[src/hdl/ccpw_pkg.sv]
// shared types, constants and cube helpers for the color cube path walker
package ccpw_pkg;

  // palette range of the 6x6x6 cube
  localparam int unsigned CubeBase   = 16;
  localparam int unsigned CubeTop    = 231;
  localparam int unsigned CubeSide   = 6;
  localparam int unsigned MaxResults = 16;

  localparam int unsigned IdxW   = 8;
  localparam int unsigned CoordW = 3;
  localparam int unsigned DistW  = 16;
  localparam int unsigned CntW   = $clog2(MaxResults + 1);

  // walk mode codes (any other code walks the line)
  localparam logic [1:0] ModeLine  = 2'd0;
  localparam logic [1:0] ModeYarn  = 2'd1;
  localparam logic [1:0] ModeEdges = 2'd2;

  // axis order codes
  localparam logic [2:0] OrdRgb = 3'd0;
  localparam logic [2:0] OrdRbg = 3'd1;
  localparam logic [2:0] OrdGrb = 3'd2;
  localparam logic [2:0] OrdGbr = 3'd3;
  localparam logic [2:0] OrdBrg = 3'd4;
  localparam logic [2:0] OrdBgr = 3'd5;

  // axis numbers
  localparam logic [1:0] AxR = 2'd0;
  localparam logic [1:0] AxG = 2'd1;
  localparam logic [1:0] AxB = 2'd2;

  typedef logic [CoordW-1:0] coord_t;
  // element 0 is r, 1 is g, 2 is b
  typedef coord_t [2:0] cell_t;

  // registered result of the shared distance unit
  typedef struct packed {
    logic              valid;
    cell_t             pos;
    logic [DistW-1:0]  dist_sq;
  } cross_res_t;

  // split a palette index into cube coordinates by compare chains
  function automatic cell_t to_cell(input logic [IdxW-1:0] idx);
    logic [IdxW-1:0] n;
    logic [IdxW-1:0] rem;
    cell_t           c;
    n    = idx - IdxW'(CubeBase);
    c    = '0;
    for (int k = 1; k < CubeSide; k++) begin
      if (n >= IdxW'(CubeSide * CubeSide * k)) c[0] = CoordW'(k);
    end
    rem  = n - IdxW'(CubeSide * CubeSide * int'(c[0]));
    for (int k = 1; k < CubeSide; k++) begin
      if (rem >= IdxW'(CubeSide * k)) c[1] = CoordW'(k);
    end
    rem  = rem - IdxW'(CubeSide * int'(c[1]));
    c[2] = CoordW'(rem);
    return c;
  endfunction

  // palette index of a cube cell
  function automatic logic [IdxW-1:0] to_index(input cell_t c);
    return IdxW'(CubeSide * CubeSide * int'(c[0]) + CubeSide * int'(c[1])
                 + int'(c[2]) + CubeBase);
  endfunction

  // axis walked at a given stage of an axis order
  function automatic logic [1:0] axis_at(input logic [2:0] ord, input logic [1:0] stage);
    logic [1:0] a0;
    logic [1:0] a1;
    logic [1:0] a2;
    case (ord)
      OrdRbg:  begin a0 = AxR; a1 = AxB; a2 = AxG; end
      OrdGrb:  begin a0 = AxG; a1 = AxR; a2 = AxB; end
      OrdGbr:  begin a0 = AxG; a1 = AxB; a2 = AxR; end
      OrdBrg:  begin a0 = AxB; a1 = AxR; a2 = AxG; end
      OrdBgr:  begin a0 = AxB; a1 = AxG; a2 = AxR; end
      default: begin a0 = AxR; a1 = AxG; a2 = AxB; end
    endcase
    case (stage)
      2'd0:    return a0;
      2'd1:    return a1;
      default: return a2;
    endcase
  endfunction

endpackage

[src/hdl/ccpw_cross.sv]
// shared distance unit: squared cross product norm of a candidate against the line
module ccpw_cross (
  input  logic                 clk_i,
  input  logic                 rst_ni,
  input  logic                 cand_valid_i,
  input  ccpw_pkg::cell_t      cand_i,
  input  ccpw_pkg::cell_t      from_i,
  input  ccpw_pkg::cell_t      to_i,
  output ccpw_pkg::cross_res_t res_o
);
  import ccpw_pkg::*;

  logic signed [3:0] l, m, n, x, y, z;
  logic signed [7:0] ti, tj, tk;
  logic signed [7:0] ti_q, tj_q, tk_q;
  logic              valid_q;
  cell_t             cell_q;
  logic signed [15:0] si, sj, sk;

  // line vector and candidate offset from the start
  assign l = $signed({1'b0, to_i[0]}) - $signed({1'b0, from_i[0]});
  assign m = $signed({1'b0, to_i[1]}) - $signed({1'b0, from_i[1]});
  assign n = $signed({1'b0, to_i[2]}) - $signed({1'b0, from_i[2]});
  assign x = $signed({1'b0, cand_i[0]}) - $signed({1'b0, from_i[0]});
  assign y = $signed({1'b0, cand_i[1]}) - $signed({1'b0, from_i[1]});
  assign z = $signed({1'b0, cand_i[2]}) - $signed({1'b0, from_i[2]});

  // cross product terms
  assign ti = 8'(x * m) - 8'(y * l);
  assign tj = 8'(y * n) - 8'(z * m);
  assign tk = 8'(z * l) - 8'(x * n);

  // stage register between the products and the squares
  always_ff @(posedge clk_i or negedge rst_ni) begin
    if (!rst_ni) begin
      valid_q <= 1'b0;
      cell_q  <= '0;
      ti_q    <= '0;
      tj_q    <= '0;
      tk_q    <= '0;
    end else begin
      valid_q <= cand_valid_i;
      cell_q  <= cand_i;
      ti_q    <= ti;
      tj_q    <= tj;
      tk_q    <= tk;
    end
  end

  // squared norm
  assign si = 16'(ti_q * ti_q);
  assign sj = 16'(tj_q * tj_q);
  assign sk = 16'(tk_q * tk_q);

  assign res_o.valid   = valid_q;
  assign res_o.pos     = cell_q;
  assign res_o.dist_sq = DistW'($unsigned(si) + $unsigned(sj) + $unsigned(sk));

endmodule

[src/hdl/color_cube_path_walker_unit.sv]
// top level: request intake, walk sequencer and result output of the path walker
//
// One request enters on the s_axis channel (start index, end index, walk mode,
// axis order) and yields one to 16 path cells on the m_axis channel, the start
// cell first; tlast marks the final cell of the run and tuser flags a request
// whose index lies outside 16..231 (a single cell of index 0 then).
// s_axis_tready is high only while the walker is idle, so one request is in
// work at a time; the next one is taken as soon as the final cell sits in the
// output register, even if the receiver has not taken it yet.
// Order of work: the request is decoded, then each line step runs a check, seven
// candidates through the shared distance unit, a pipeline drain and an apply;
// the edge state emits axis edge cells one at a time and moves on to the next
// axis in a separate step. A cell is held in a pending register until it is
// known whether another follows, so the start cell moves to the output
// register only when the next cell is pushed or the run is flushed. When the
// receiver stalls, the output and pending registers fill and the sequencer
// waits; nothing is dropped.
// Reset clears the sequencer and both valid flags; no clearing pass is needed.
module color_cube_path_walker_unit (
  input  logic        clk_i,
  input  logic        rst_ni,
  input  logic        s_axis_tvalid,
  output logic        s_axis_tready,
  input  logic [23:0] s_axis_tdata,   // start_color, end_color, walk_mode, axis_order
  output logic        m_axis_tvalid,
  input  logic        m_axis_tready,
  output logic [7:0]  m_axis_tdata,   // color_index
  output logic        m_axis_tlast,   // last_cell
  output logic        m_axis_tuser    // bad_request
);
  import ccpw_pkg::*;

  typedef enum logic [2:0] {
    StIdle, StDecode, StLineChk, StScan, StDrain, StApply, StEdge, StFinish
  } state_e;

  state_e          state_q, state_d;
  logic [IdxW-1:0] start_q, start_d, end_q, end_d;
  logic [1:0]      mode_q, mode_d;
  logic [2:0]      ord_q, ord_d;
  cell_t           f_q, f_d, t_q, t_d, c_q, c_d, w_q, w_d, goal_q, goal_d, best_q, best_d;
  logic [1:0]      stage_q, stage_d;
  logic [CntW-1:0] cnt_q, cnt_d;
  logic [2:0]      cand_q, cand_d;
  logic [DistW-1:0] best_dist_q, best_dist_d;
  logic            found_q, found_d;
  logic [IdxW-1:0] pend_idx_q, pend_idx_d, out_idx_q, out_idx_d;
  logic            pend_bad_q, pend_bad_d, out_bad_q, out_bad_d;
  logic            pend_v_q, pend_v_d, out_v_q, out_v_d, out_last_q, out_last_d;

  logic            push, flush, can_push, out_free, bad_req, cnt_full;
  logic [IdxW-1:0] push_idx;
  logic            push_bad;
  logic [1:0]      ax;
  cell_t           w_step, cand;
  logic [2:0]      cand_ok;
  logic            cand_valid;
  cross_res_t      res;

  assign out_free = !out_v_q || m_axis_tready;
  assign can_push = !pend_v_q || out_free;
  assign cnt_full = (cnt_q == CntW'(MaxResults));
  assign bad_req  = (start_q < IdxW'(CubeBase)) || (start_q > IdxW'(CubeTop)) ||
                    (end_q < IdxW'(CubeBase)) || (end_q > IdxW'(CubeTop));

  // line candidate from the scan index: r outermost, b innermost
  always_comb begin
    for (int a = 0; a < 3; a++) begin
      cand[a]    = c_q[a];
      cand_ok[a] = 1'b1;
      if (cand_q[2 - a]) begin
        if (t_q[a] == f_q[a]) begin
          cand_ok[a] = 1'b0;
        end else if (t_q[a] > f_q[a]) begin
          cand_ok[a] = (c_q[a] != CoordW'(CubeSide - 1));
          cand[a]    = c_q[a] + CoordW'(1);
        end else begin
          cand_ok[a] = (c_q[a] != '0);
          cand[a]    = c_q[a] - CoordW'(1);
        end
      end
    end
    cand_valid = (state_q == StScan) && (&cand_ok);
  end

  ccpw_cross u_cross (
    .clk_i        (clk_i),
    .rst_ni       (rst_ni),
    .cand_valid_i (cand_valid),
    .cand_i       (cand),
    .from_i       (f_q),
    .to_i         (t_q),
    .res_o        (res)
  );

  // one step of the edge walk on the current axis
  assign ax = axis_at(ord_q, stage_q);
  always_comb begin
    w_step = w_q;
    if (goal_q[ax] > w_q[ax]) w_step[ax] = w_q[ax] + CoordW'(1);
    else                      w_step[ax] = w_q[ax] - CoordW'(1);
  end

  // walk sequencer
  always_comb begin
    state_d     = state_q;
    start_d     = start_q;
    end_d       = end_q;
    mode_d      = mode_q;
    ord_d       = ord_q;
    f_d         = f_q;
    t_d         = t_q;
    c_d         = c_q;
    w_d         = w_q;
    goal_d      = goal_q;
    best_d      = best_q;
    stage_d     = stage_q;
    cnt_d       = cnt_q;
    cand_d      = cand_q;
    best_dist_d = best_dist_q;
    found_d     = found_q;
    push        = 1'b0;
    push_idx    = '0;
    push_bad    = 1'b0;
    flush       = 1'b0;

    case (state_q)
      StIdle: begin
        if (s_axis_tvalid) begin
          start_d = s_axis_tdata[7:0];
          end_d   = s_axis_tdata[15:8];
          mode_d  = s_axis_tdata[17:16];
          ord_d   = s_axis_tdata[20:18];
          state_d = StDecode;
        end
      end
      StDecode: begin
        if (can_push) begin
          push = 1'b1;
          if (bad_req) begin
            push_bad = 1'b1;
            state_d  = StFinish;
          end else begin
            push_idx = start_q;
            f_d      = to_cell(start_q);
            t_d      = to_cell(end_q);
            c_d      = f_d;
            w_d      = f_d;
            goal_d   = t_d;
            stage_d  = '0;
            cnt_d    = CntW'(1);
            state_d  = (mode_q == ModeEdges) ? StEdge : StLineChk;
          end
        end
      end
      StLineChk: begin
        if (c_q == t_q || cnt_full) begin
          state_d = StFinish;
        end else begin
          found_d = 1'b0;
          cand_d  = 3'd1;
          state_d = StScan;
        end
      end
      StScan: begin
        cand_d = cand_q + 3'd1;
        if (cand_q == 3'd7) state_d = StDrain;
      end
      StDrain: begin
        state_d = StApply;
      end
      StApply: begin
        if (!found_q) begin
          state_d = StFinish;
        end else if (mode_q == ModeYarn) begin
          w_d     = c_q;
          goal_d  = best_q;
          c_d     = best_q;
          stage_d = '0;
          state_d = StEdge;
        end else if (can_push) begin
          c_d      = best_q;
          push     = 1'b1;
          push_idx = to_index(best_q);
          cnt_d    = cnt_q + CntW'(1);
          state_d  = StLineChk;
        end
      end
      StEdge: begin
        if (!cnt_full && w_q[ax] != goal_q[ax]) begin
          if (can_push) begin
            w_d      = w_step;
            push     = 1'b1;
            push_idx = to_index(w_step);
            cnt_d    = cnt_q + CntW'(1);
          end
        end else if (!cnt_full && stage_q != 2'd2) begin
          stage_d = stage_q + 2'd1;
        end else begin
          state_d = (mode_q == ModeEdges) ? StFinish : StLineChk;
        end
      end
      StFinish: begin
        if (out_free) begin
          flush   = 1'b1;
          state_d = StIdle;
        end
      end
      default: state_d = StIdle;
    endcase

    // keep the nearest candidate, first in scan order on a tie
    if (res.valid && (!found_q || res.dist_sq < best_dist_q)) begin
      found_d     = 1'b1;
      best_dist_d = res.dist_sq;
      best_d      = res.pos;
    end
  end

  // pending cell and output register
  always_comb begin
    pend_v_d   = pend_v_q;
    pend_idx_d = pend_idx_q;
    pend_bad_d = pend_bad_q;
    out_v_d    = out_v_q && !m_axis_tready;
    out_idx_d  = out_idx_q;
    out_bad_d  = out_bad_q;
    out_last_d = out_last_q;
    if (push) begin
      if (pend_v_q) begin
        out_v_d    = 1'b1;
        out_idx_d  = pend_idx_q;
        out_bad_d  = pend_bad_q;
        out_last_d = 1'b0;
      end
      pend_v_d   = 1'b1;
      pend_idx_d = push_idx;
      pend_bad_d = push_bad;
    end
    if (flush) begin
      out_v_d    = 1'b1;
      out_idx_d  = pend_idx_q;
      out_bad_d  = pend_bad_q;
      out_last_d = 1'b1;
      pend_v_d   = 1'b0;
    end
  end

  // state and registered outputs
  always_ff @(posedge clk_i or negedge rst_ni) begin
    if (!rst_ni) begin
      state_q     <= StIdle;
      start_q     <= '0;
      end_q       <= '0;
      mode_q      <= ModeLine;
      ord_q       <= OrdRgb;
      f_q         <= '0;
      t_q         <= '0;
      c_q         <= '0;
      w_q         <= '0;
      goal_q      <= '0;
      best_q      <= '0;
      stage_q     <= '0;
      cnt_q       <= '0;
      cand_q      <= '0;
      best_dist_q <= '0;
      found_q     <= 1'b0;
      pend_v_q    <= 1'b0;
      pend_idx_q  <= '0;
      pend_bad_q  <= 1'b0;
      out_v_q     <= 1'b0;
      out_idx_q   <= '0;
      out_bad_q   <= 1'b0;
      out_last_q  <= 1'b0;
    end else begin
      state_q     <= state_d;
      start_q     <= start_d;
      end_q       <= end_d;
      mode_q      <= mode_d;
      ord_q       <= ord_d;
      f_q         <= f_d;
      t_q         <= t_d;
      c_q         <= c_d;
      w_q         <= w_d;
      goal_q      <= goal_d;
      best_q      <= best_d;
      stage_q     <= stage_d;
      cnt_q       <= cnt_d;
      cand_q      <= cand_d;
      best_dist_q <= best_dist_d;
      found_q     <= found_d;
      pend_v_q    <= pend_v_d;
      pend_idx_q  <= pend_idx_d;
      pend_bad_q  <= pend_bad_d;
      out_v_q     <= out_v_d;
      out_idx_q   <= out_idx_d;
      out_bad_q   <= out_bad_d;
      out_last_q  <= out_last_d;
    end
  end

  assign s_axis_tready = (state_q == StIdle);
  assign m_axis_tvalid = out_v_q;
  assign m_axis_tdata  = out_idx_q;
  assign m_axis_tlast  = out_last_q;
  assign m_axis_tuser  = out_bad_q;

endmodule

[config.mk]
export PLATFORM = sky130hd
export DESIGN_NAME = color_cube_path_walker_unit
export DESIGN_NICKNAME = d
export VERILOG_FILES = /design/src/hdl/ccpw_pkg.sv /design/src/hdl/ccpw_cross.sv /design/src/hdl/color_cube_path_walker_unit.sv
export SDC_FILE = /design/constraint.sdc
export NUM_CORES = 1
export LEC_CHECK = 0
export BUFFER_PORTS_ARGS = -buffer_cell sky130_fd_sc_hd__buf_4
export CAP_MARGIN = 20
export CORE_MARGIN = 2
export CORE_UTILIZATION = 40
export DETAILED_ROUTE_END_ITERATION = 7
export MAX_ROUTING_LAYER = met4
export PLACE_DENSITY = 0.57
export SETUP_SLACK_MARGIN = 0.2
export SKIP_CTS_REPAIR_TIMING = 1
export SLEW_MARGIN = 10
export SYNTH_ARGS = -nofsm -noshare
export SYNTH_HDL_FRONTEND = slang
export SYNTH_SLANG_ARGS = --single-unit
[constraint.sdc]
create_clock -name clk_i -period 9.94 [get_ports clk_i]
set_clock_uncertainty 0.15 [all_clocks]
set_input_delay 1.988 -clock clk_i [delete_from_list [all_inputs] [get_ports clk_i]]
set_output_delay 1.988 -clock clk_i [all_outputs]
set_load 0.03 [all_outputs]
# After elaboration in Yosys (flattened, before gate mapping)
# Cells that the tools add are included.
# Widths: inputs -> output; s select.
[totals]
regBits = 160
input_bits = 28
out_inout_bits = 12
elab_cells = 359
[classes]
add_sub_neg = 34
n_mul = 17
n_lt_le_gt_ge = 31
n_eq_ne = 43
n_mux = 144
n_bitwise = 1
n_reduce_logical = 47
[ops]
columns = ["operator", "count"]
rows = [
  ["$mux 3", 54],
  ["$mux 9", 14],
  ["$mux 8", 10],
  ["$ge 8x5->1 const B", 6],
  ["$mul 4x4->8", 6],
  ["$mul 8x8->16", 3],
  ["$sub 8x8->8", 5],
  ["$mux 1", 36],
  ["$pmux 9 s2", 2],
  ["$add 16x16->16", 2],
  ["$ge 8x7->1 const B", 4],
  ["$ge 8x8->1 const B", 4],
  ["$mux 5", 6],
  ["$ne 2x2->1 const B", 14],
  ["$pmux 9 s3", 1],
  ["$mul 4x3->6 const A", 4],
  ["$pmux 3 s8", 1],
  ["$pmux 8 s3", 1],
  ["$sub 3x3->4", 6],
  ["$eq 3x3->1 const B", 7],
  ["$reduce_and 7->1", 3],
  ["$bwmux 9", 2],
  ["$add 8x3->8", 2],
  ["$add 8x5->8 const B", 2],
  ["other kinds (50)", 122],
]

# Logic depth before layout (Yosys ltp)
# Gate-level depths: netlist (run 1).
[logic_depth]
word_depth = 26
depth_mapped = 33
mapped_depth_nobuf = 30

# Modules after synthesis
# From an unflattened synthesis (run 1), not the netlist that was laid out.
[unflattened]
hier_cells = 2239
area_unflattened_um2 = 21155.3
[modules_own_cells]
columns = ["mod", "n_inst", "cells_per_inst", "area_each_um2", "seq_area_each_um2"]
rows = [
  ["ccpw_cross", 1, 1248, 12011.5, 850.8],
  ["color_cube_path_walker_unit", 1, 991, 9143.8, 3153.0],
]

# Worst setup path before layout (run 1)
# No wires, ideal clock.
[synth_timing]
path_kind = "reg2reg"
startpoint = "register u_cross.tj_q[7]"
endpoint = "register best_q[3] (netlist name)"
setup_time_ns = 0.125
arrival_time_ns = 8.251
required_ns = 9.665
slack_ns = 1.414
path_stages_with_launch = 27
n_path_buf = 3
synth_period_minus_slack_ns = 8.526
path_cell_list = "dfrtp_1 clkbuf_1 clkinv_1 nor2_1 fa_1 fa_1 fa_1 fa_1 fa_1 fa_1 inv_1 fa_1 inv_1 ha_1 or3_1 a311o_1 a221o_1 a21o_1 a21oi_1 xnor2_1 ha_1 nand3_1 a2111oi_0 or3b_1 clkbuf_1 buf_2 mux2_2"
[synth_lines]
columns = ["item", "line_no", "text"]
rows = [
  ["start: declaration", "ccpw_cross.sv:15", "logic signed [7:0] ti_q, tj_q, tk_q;"],
  ["start signal: assignment", "ccpw_cross.sv:45", "tj_q <= tj;"],
  ["end signal: assignment", "color_cube_path_walker_unit.sv:286", "best_q <= best_d;"],
  ["end: declaration", "color_cube_path_walker_unit.sv:41", "cell_t f_q, f_d, t_q, t_d, c_q, c_d, w_q, w_d, goal_q, goal_d, best_q, best_d;"],
]

==> results.py, run 1 <==
metrics = {
    "placed_design": {
        "dp_hpwl_mm": 38.4,
        "portBuffers": 36,
        "gp_congestion": 0.900,
    },
    "synth": {
        "yosys.area_share.adder_pct": 41.3,
        "synth_top_area_share_pct": 28.0,
        "synth-seq-cells": 160,
        "post_synth_num_cell_types": 83,
        "syn-cell-area_um2": 20500,
        "dominantRegCellSynth": "dfrtp_1",
        "synthTopCellsByArea": "fa_1 (28%), dfrtp_1 (20%), ha_1 (13%), inv_1 (8.1%), xnor2_1 (4.0%)",
        "synth_simple_gate_area_share_pct": 12.1,
        "synthArstFlopShare_pct": 100,
        "synth_top_family_by_area": "adder cells",
        "synth_edf_count": 0,
        "synth_cells": 2154,
        "synth_compound_area_share_pct": 9.14,
        "synth.area.mux_share_pct": 3.24,
        "synth_top_cell_by_area": "fa_1",
        "yosysWarnings": 0,
        "ys_seq_area_share_pct": 19.5,
        "synthXorXnorAreaFrac_pct": 5.42,
        "synth_area_per_cell_um2": 9.51,
        "syn_nets": 2686,
    },
    "worst_setup_path": {
        "path_buf_inv": 6,
        "crit_family": "adder cells",
        "worstSetupPathType": "register to register",
        "cpPeakStageDelay_ns": 0.60,
        "start_kind": "register",
        "crit_arrival_ns": 9.04,
        "cp_common_cell": "fa_1",
        "worst_setup_path_end_kind": "register",
        "cp_max_fo": 31,
        "crit_slowest_cell": "fa_1",
        "cp.required_ns": 10.13,
    },
    "cts": {
        "cts.root.buffer_cell": "clkbuf_16",
        "cts.sink_count": 160,
        "clkSlewWorstSetupHoldPaths_ns": 0.07,
        "clock_path_buffers": 2,
        "cts_tree": "yes",
        "cts_buffers": 17,
        "htreeDepth": 4,
        "insertion_delay_ns": 0.46,
    },
    "sta": {
        "rsz0062_at_grt": "false",
        "worst_pin_slew_ns": 1.14,
        "hold_violations": 0,
        "setup_tns_ns": 0,
        "relSlewSlack_pct": 23.5,
        "final_max_slew_viol_count": 0,
        "fin_crit_ns": 8.86,
        "setup_viol": 0,
        "clock.fmax_mhz": 113,
        "min_period_over_period_pct": 89.1,
    },
    "routing": {
        "routed_wl_mm": 46.6,
        "wl_per_cell_um": 16.3,
        "drc": 0,
        "viasPerCell": 4.94,
        "dr.first_iter.drc_count": 717,
        "drt_pass1_iterations": 6,
        "vias": 14100,
        "postRouteAntennaNets": 0,
    },
    "global_route": {
        "antenna_found_initial": 0,
        "grt_max_degree": 102,
        "grt_pass1_wl_mm": 79.6,
        "grt_usage_pct": 19.4,
        "gr-total-overflow": 0,
        "first_global_vias": 15200,
    },
    "finish": {
        "layout_common_cells": "inv_1 (442), fa_1 (287), ha_1 (217)",
        "drive_above_1_share_pct": 6.61,
        "mostFrequentLayoutCell": "inv_1",
        "n_fill_cell": 4869,
        "fin_nets": 2696,
        "area_growth_pct": 7.81,
    },
    "die": {
        "die-area_um2": 53100,
        "fp.dieH_um": 230,
        "die_x_um": 230,
        "initial_core_util_pct": 40.7,
        "num_io_pins": 40,
        "core_area_um2": 50400,
        "rows": 82,
    },
    "job": {
        "drv_cap": 0,
    },
    "hold_path": {
        "hold_class": "register to register",
    },
    "run_status": {
        "status": "finished clean",
    },
}
## area by class of cell
| cell class | instances | area [µm²] | area share [%] |
|---|---|---|---|
| clock buffers | 18 | 439 | 1.99 |
| repair buffers | 46 | 369 | 1.67 |
| multi-input cells | 1495 | 14600 | 66.0 |
| diodes | 1 | 2.50 | 0.0113 |
| well taps | 672 | 841 | 3.81 |
| flip-flops and latches | 160 | 4000 | 18.1 |
| inverters | 444 | 1670 | 7.54 |
| clock inverters | 14 | 189 | 0.855 |
## worst reg2reg max path, stage by stage (launching register included)
cell,delay (ns)
dfrtp_1,0.54
clkinv_1,0.37
nor2_1,0.28
inv_1,0.09
fa_1,0.60
inv_1,0.15
fa_1,0.52
fa_1,0.56
fa_1,0.54
fa_1,0.54
fa_1,0.56
inv_1,0.06
fa_1,0.54
inv_1,0.04
ha_1,0.34
a21o_1,0.23
a221o_1,0.39
a21o_1,0.19
a21oi_1,0.18
xnor2_1,0.14
ha_1,0.33
nand3_1,0.11
a2111oi_0,0.38
or3b_1,0.17
buf_4,0.34
mux2_2,0.39
## Yosys cell counts, drive strengths merged (10+ instances only)
cell type and count:
mux2i 10, a21o 27, o21ai 95, ha 217, xor2 32, o21a 13
nor2b 35, nand2 180, fa 287, nor3 19, o31ai 10, and2 52
and3 11, a21oi 69, clkbuf 38, or2 16, mux2 50, nor2 126
dfrtp 160, nand3 22, nand2b 20, inv 442, xnor2 94, a31oi 12
buf 17
## routing by layer
layer,routed length [µm],share of wire [%],GRT usage (%)
met1,21400,46,25.8
met2,22600,49,31.4
met3,1830,3.9,2.82
met4,771,1.7,4.98
met5,0,0,-
## state kept, by name, summed over array words and instances (netlist names), 9 cells and up
| register | flops |
|---|---|
| best_dist_q | 16 |
| w_q | 9 |
| best_q | 9 |
| f_q | 9 |
| u_cross.res_o | 9 |
| goal_q | 9 |
| t_q | 9 |
| c_q | 9 |
## cells by family (layout without fill, tap and decap cells)
family	Yosys count	in the layout
simple gates	515	515
fa+ha+maj	504	504
buf+inv	499	522
compound gates	290	290
flops	160	160
xor+xnor	126	126
mux	60	60
other cells	0	1
## final timing paths
| kind | startpoint | to | slack [ns] | cells after the start |
|---|---|---|---|---|
| setup reg to reg | u_cross.tj_q[7]$_DFF_PN0_ | best_q[6]$_DFFE_PN0P_ | 1.08 | 25 |
| hold reg to reg | u_cross.res_o[17]$_DFF_PN0_ | best_q[1]$_DFFE_PN0P_ | 0.30 | 1 |
| min in group asynchronous | rst_ni | end_q[3]$_DFFE_PN0P_ | 1.46 | 1 |
| hold / removal | u_cross.res_o[17]$_DFF_PN0_ | best_q[1]$_DFFE_PN0P_ | 0.30 | 1 |
| max in group asynchronous | rst_ni | u_cross.tj_q[1]$_DFF_PN0_ | 6.75 | 2 |
| setup / recovery | u_cross.tj_q[7]$_DFF_PN0_ | best_q[6]$_DFFE_PN0P_ | 1.08 | 25 |
## per-stage QoR
step	cells	setup WS (ns)	hold WS, ns	instance area [µm²]	utilization (%)
after detailed placement	2816	1.02	0.293	21400	42.6
after floorplan	2154	1.41	0.283	20500	-
after global routing	2849	0.547	0.328	22100	43.9
after CTS	2848	1.03	0.307	22100	43.8
after global placement	2816	1.13	0.288	21400	42.6
final	2850	1.08	0.303	22100	43.9
Power of run 1 is not shown: default switching activity piles up to over one toggle a cycle in this logic, so the estimate is an artifact.
==> run 2, diff against run 1 <==
--- a/config.mk
+++ b/config.mk
@@ -5,14 +5,15 @@
 export SDC_FILE = /design/constraint.sdc
 export NUM_CORES = 1
 export LEC_CHECK = 0
+export ABC_AREA = 1
 export BUFFER_PORTS_ARGS = -buffer_cell sky130_fd_sc_hd__buf_4
 export CAP_MARGIN = 20
 export CORE_MARGIN = 2
 export CORE_UTILIZATION = 40
 export DETAILED_ROUTE_END_ITERATION = 7
+export GPL_ROUTABILITY_DRIVEN = 0
 export MAX_ROUTING_LAYER = met4
 export PLACE_DENSITY = 0.57
-export SETUP_SLACK_MARGIN = 0.2
 export SKIP_CTS_REPAIR_TIMING = 1
 export SLEW_MARGIN = 10
 export SYNTH_ARGS = -nofsm -noshare
==> run 2 against run 1 <==
Setup slack better by 0.41 ns; non-clock buffer count is 5 lower; clock-buffer cell count stayed put; synthesized cell count is 16% higher; final area is 0.68% higher; synthesized area is 0.81% higher; cell count is 12% higher; register-to-register slack better by 0.41 ns; critical path depth is 10 higher.
==> results.py, run 2 <==
metrics = {
    "run_status": {
        "status": "finished clean",
    },
    "synth": {
        "synth_edf_count": 0,
        "synth-seq-cells": 160,
        "synth_top_area_share_pct": 27.8,
        "syn_nets": 3025,
        "dominantRegCellSynth": "dfrtp_1",
        "synth_area_per_cell_um2": 8.29,
        "yosysMostFrequentCell": "inv_1",
        "yosysWarnings": 0,
        "ys_seq_area_share_pct": 19.4,
        "synth_top_cell_by_area": "fa_1",
        "syn-cell-area_um2": 20700,
        "synth_cells": 2493,
        "synthTopCellsByArea": "fa_1 (28%), dfrtp_1 (19%), ha_1 (13%), inv_1 (11%), nand2_1 (8.5%)",
        "post_synth_num_cell_types": 53,
        "synthArstFlopShare_pct": 100,
        "netlist_top_cells_count": "inv_1 (625), nand2_1 (468), fa_1 (287)",
    },
    "routing": {
        "drc": 0,
        "dr.first_iter.drc_count": 886,
        "postRouteAntennaNets": 0,
        "routed_wl_mm": 48.1,
        "drt_pass1_iterations": 5,
        "vias": 15400,
        "viasPerCell": 4.81,
        "wl_per_cell_um": 15.0,
    },
    "worst_setup_path": {
        "cp_common_cell": "nand2_1",
        "path_buf_inv": 6,
        "crit_slowest_cell": "dfrtp_1",
        "cp.required_ns": 10.09,
        "cpPeakStageDelay_ns": 0.56,
        "worst_setup_path_end_kind": "register",
        "crit_arrival_ns": 8.60,
        "worstSetupPathType": "register to register",
        "start_kind": "register",
        "cp_max_fo": 25,
        "crit_family": "adder cells",
    },
    "finish": {
        "fin_nets": 3042,
        "largest_reg_flops": 16,
        "n_fill_cell": 5125,
        "diodes": 0,
        "area_growth_pct": 7.67,
        "mostFrequentLayoutCell": "inv_1",
        "largest_register": "best_dist_q",
        "drive_above_1_share_pct": 4.52,
        "layout_common_cells": "inv_1 (625), nand2_1 (468), fa_1 (287)",
    },
    "cts": {
        "insertion_delay_ns": 0.46,
        "clock_path_buffers": 2,
        "cts.sink_count": 160,
        "clkSlewWorstSetupHoldPaths_ns": 0.07,
        "cts_tree": "yes",
        "htreeDepth": 4,
        "cts_buffers": 17,
        "cts.root.buffer_cell": "clkbuf_16",
    },
    "sta": {
        "fin_crit_ns": 8.45,
        "min_period_over_period_pct": 85.0,
        "final_max_slew_viol_count": 0,
        "relSlewSlack_pct": 34.0,
        "worst_pin_slew_ns": 0.985,
        "clock.fmax_mhz": 118,
        "hold_violations": 0,
        "rsz0062_at_grt": "false",
        "setup_tns_ns": 0,
        "setup_viol": 0,
    },
    "global_route": {
        "grt_pass1_wl_mm": 82.3,
        "first_global_vias": 16400,
        "gr-total-overflow": 0,
        "top_usage_layer": "met2",
        "met3_usage_pct": 1.49,
        "met1_usage_pct": 25.8,
        "antenna_found_initial": 0,
        "grt_use_met2_pct": 33.8,
        "grt_usage_pct": 19.8,
        "grt_max_degree": 100,
    },
    "placed_design": {
        "portBuffers": 36,
        "dp_hpwl_mm": 40.9,
    },
    "job": {
        "drv_cap": 0,
    },
    "die": {
        "rows": 83,
        "fp.dieH_um": 231,
        "die_x_um": 231,
        "initial_core_util_pct": 40.4,
        "die-area_um2": 53500,
        "core_area_um2": 51200,
        "num_io_pins": 40,
    },
    "hold_path": {
        "hold_class": "register to register",
    },
}
run 2: per-layer routing:
layer	vias up	part of all wire [%]
met1	7560	46
met5	-	0
met3	43	2.7
li1	7568	-
met2	233	50
met4	0	1.4
run 2: worst min-delay path, cell delays in order (launching register included):
cell and delay, ns:
dfrtp_1 0.32, nand2_1 0.05, nand2_1 0.05
run 2: area by class of cell:
cell class	instances	area [µm²]	share of cell area, %
clock buffer	18	439	1.97
clock inverter	14	155	0.697
inverter	639	2400	10.8
multi-input combinational	1651	14100	63.3
sequential	160	4000	18.0
tap	680	851	3.82
timing repair buffer	41	312	1.40
run 2: final timing paths:
| kind | from | endpoint | slack (ns) | cells after the start |
|---|---|---|---|---|
| worst max-delay path | u_cross.tj_q[7]$_DFF_PN0_ | best_dist_q[5]$_DFFE_PN0P_ | 1.49 | 35 |
| worst min-delay path | u_cross.res_o[22]$_DFF_PN0_ | best_q[6]$_DFFE_PN0P_ | 0.29 | 2 |
| worst max register to register | u_cross.tj_q[7]$_DFF_PN0_ | best_dist_q[5]$_DFFE_PN0P_ | 1.49 | 35 |
| worst min register to register | u_cross.res_o[22]$_DFF_PN0_ | best_q[6]$_DFFE_PN0P_ | 0.29 | 2 |
| max in group asynchronous | rst_ni | u_cross.res_o[22]$_DFF_PN0_ | 6.77 | 2 |
| min in group asynchronous | rst_ni | start_q[5]$_DFFE_PN0P_ | 1.48 | 1 |
run 2: metrics by stage:
step	hold slack (ns)	worst slack, ns	instance area (µm²)	std cells	utilization, %
after floorplan	0.268	2.25	20700	2493	-
after global placement	0.277	1.42	21600	3171	42.3
after detailed placement	0.276	1.40	21600	3171	42.3
after CTS	0.290	1.40	22200	3203	43.4
after global routing	0.322	0.424	22200	3203	43.4
final	0.289	1.49	22200	3203	43.4
run 2: kinds of logic (layout without fill, tap and decap cells):
family	Yosys count	after routing	share of synthesized area [%]
compound gates	276	276	7.71
xor+xnor	90	90	3.82
simple gates	778	778	15.5
mux	3	3	0.164
buf+inv	682	712	12.4
fa+ha+maj	504	504	41.0
flops	160	160	19.4
Power of run 2 is left out for the same reason.
==> run 3, diff against run 2 <==
==> constraint.sdc (replaced) <==
create_clock -name clk_i -period 8.4 [get_ports clk_i]
set_clock_uncertainty 0.15 [all_clocks]
set_input_delay 1.68 -clock clk_i [delete_from_list [all_inputs] [get_ports clk_i]]
set_output_delay 1.68 -clock clk_i [all_outputs]
set_load 0.03 [all_outputs]
==> run 3 against run 2 <==
Hold slack better by 0.0050 ns; first-iteration DRC count up 8.1%; core utilization up 0.32 points; highest routed layer unchanged; maximum frequency up 8.1%; global-route usage down 0.19 points; sequential share of layout area down 0.10 points; register-to-register slack worse by 0.91 ns; critical path depth down 6; final area up 0.75%; via count up 1.2%; cell count up 0.50%.
==> results.py, run 3 (synthesized netlist as in run 2, its figures left out) <==
metrics = {
    "worst_setup_path": {
        "r2r_end": "best_dist_q[3]$_DFFE_PN0P_",
        "cp-endpoint": "best_dist_q[3]$_DFFE_PN0P_",
        "reg2reg_depth": 29,
        "crit_arrival_ns": 7.98,
        "critical_path.startpoint": "u_cross.tj_q[2]$_DFF_PN0_",
        "cp_common_cell": "fa_1",
        "start_kind": "register",
        "timing.rr.start": "u_cross.tj_q[2]$_DFF_PN0_",
        "cpPeakStageDelay_ns": 0.65,
        "worstSetupPathType": "register to register",
        "cp.required_ns": 8.56,
        "r2r_slack_ns": 0.58,
        "crit_slowest_cell": "dfrtp_1",
        "cp_max_fo": 13,
        "worst_setup_path_end_kind": "register",
    },
    "cts": {
        "clock_path_buffers": 2,
        "cts.sink_count": 160,
        "htreeDepth": 4,
        "insertion_delay_ns": 0.45,
        "cts_tree": "yes",
        "cts_buffers": 17,
        "clkSlewWorstSetupHoldPaths_ns": 0.07,
        "cts.root.buffer_cell": "clkbuf_16",
    },
    "global_route": {
        "grt_pass1_wl_mm": 81.3,
        "grt_usage_pct": 19.6,
        "antenna_found_initial": 0,
        "grt_max_degree": 96,
        "first_global_vias": 16100,
        "gr-total-overflow": 0,
    },
    "die": {
        "die-area_um2": 53500,
        "fp.dieH_um": 231,
        "num_io_pins": 40,
        "die_x_um": 231,
        "core_area_um2": 51200,
        "rows": 83,
        "initial_core_util_pct": 40.4,
    },
    "routing": {
        "wl_per_cell_um": 15.0,
        "m1WireLength_mm": 21.9,
        "wl_met3_mm": 1.56,
        "wl_met2_mm": 24.0,
        "postRouteAntennaNets": 0,
        "drc": 0,
        "routed_wl_mm": 48.2,
        "top_layer_used": "met4",
        "dr.first_iter.drc_count": 958,
        "viasPerCell": 4.84,
        "drt_pass1_iterations": 5,
        "vias": 15600,
    },
    "sta": {
        "hold_violations": 0,
        "clock.fmax_mhz": 128,
        "min_period_over_period_pct": 93.1,
        "fin_hold_ws_ns": 0.294,
        "relSlewSlack_pct": 35.0,
        "fin_crit_ns": 7.82,
        "final_max_slew_viol_count": 0,
        "setup_viol": 0,
        "worst_pin_slew_ns": 0.969,
        "fin_ws_ns": 0.583,
    },
    "finish": {
        "largest_reg_flops": 16,
        "area_growth_pct": 8.48,
        "drive_above_1_share_pct": 5.55,
        "layout_common_cells": "inv_1 (624), nand2_1 (467), fa_1 (286)",
        "regArea_um2": 4010,
        "final_area_um2": 22400,
        "fin_nets": 3058,
        "mostFrequentLayoutCell": "inv_1",
        "diodes": 0,
        "largest_register": "best_dist_q",
        "multi_input_area_um2": 14100,
        "n_fill_cell": 5093,
    },
    "placed_design": {
        "portBuffers": 36,
        "dp_slack_ns": 0.441,
        "post_dp_cell_area_um2": 21700,
        "dp_hpwl_mm": 40.8,
    },
    "hold_path": {
        "hold_class": "register to register",
    },
    "job": {
        "drv_cap": 0,
    },
    "run_status": {
        "status": "finished clean",
    },
}
run 3: worst min-delay path by stage:
stage	from	end	slack, ns	cells after the start
floorplan	u_cross.res_o[17]$_DFF_PN0_	best_q[1]$_DFFE_PN0P_	0.27	2
finish	u_cross.res_o[22]$_DFF_PN0_	best_q[6]$_DFFE_PN0P_	0.29	2
global placement	u_cross.res_o[19]$_DFF_PN0_	best_q[3]$_DFFE_PN0P_	0.29	2
CTS	u_cross.res_o[19]$_DFF_PN0_	best_q[3]$_DFFE_PN0P_	0.30	2
global route	u_cross.res_o[22]$_DFF_PN0_	best_q[6]$_DFFE_PN0P_	0.32	2
detailed placement	u_cross.res_o[22]$_DFF_PN0_	best_q[6]$_DFFE_PN0P_	0.28	2
run 3: cell type report:
type / instances / area share (%)
Clock inverter: 15 / 0.860
Timing Repair Buffer: 57 / 1.93
Clock buffer: 17 / 1.90
Inverter: 639 / 10.7
Sequential cell: 160 / 17.9
Tap cell: 680 / 3.80
Multi-Input combinational cell: 1651 / 62.9
run 3: worst max-delay path: cells and delay by family, from the launching register on:
kind / cells / cell delay [ns]
AO/OA/AOI/OAI: 5 / 0.59
XOR/XNOR: 1 / 0.23
adder cells (fa/ha/maj): 9 / 4.46
buffers and inverters: 6 / 0.59
flip-flops: 1 / 0.65
AND/OR/NAND/NOR: 8 / 1.00
run 3: routing by layer:
layer,global-route usage (%),vias to the layer above
li1,-,7609
met1,25.8,7659
met2,33.0,265
met3,1.96,54
met4,4.09,0
met5,-,-
run 3: metrics by stage:
step / cells / setup TNS [ns] / util [%]
after floorplan: 2493 / 0 / -
after global placement: 3180 / 0 / 42.4
after detailed placement: 3180 / 0 / 42.4
after CTS: 3212 / 0 / 43.6
after global routing: 3219 / -0.00625 / 43.8
final: 3219 / 0 / 43.8
Power of run 3 is left out for the same reason.
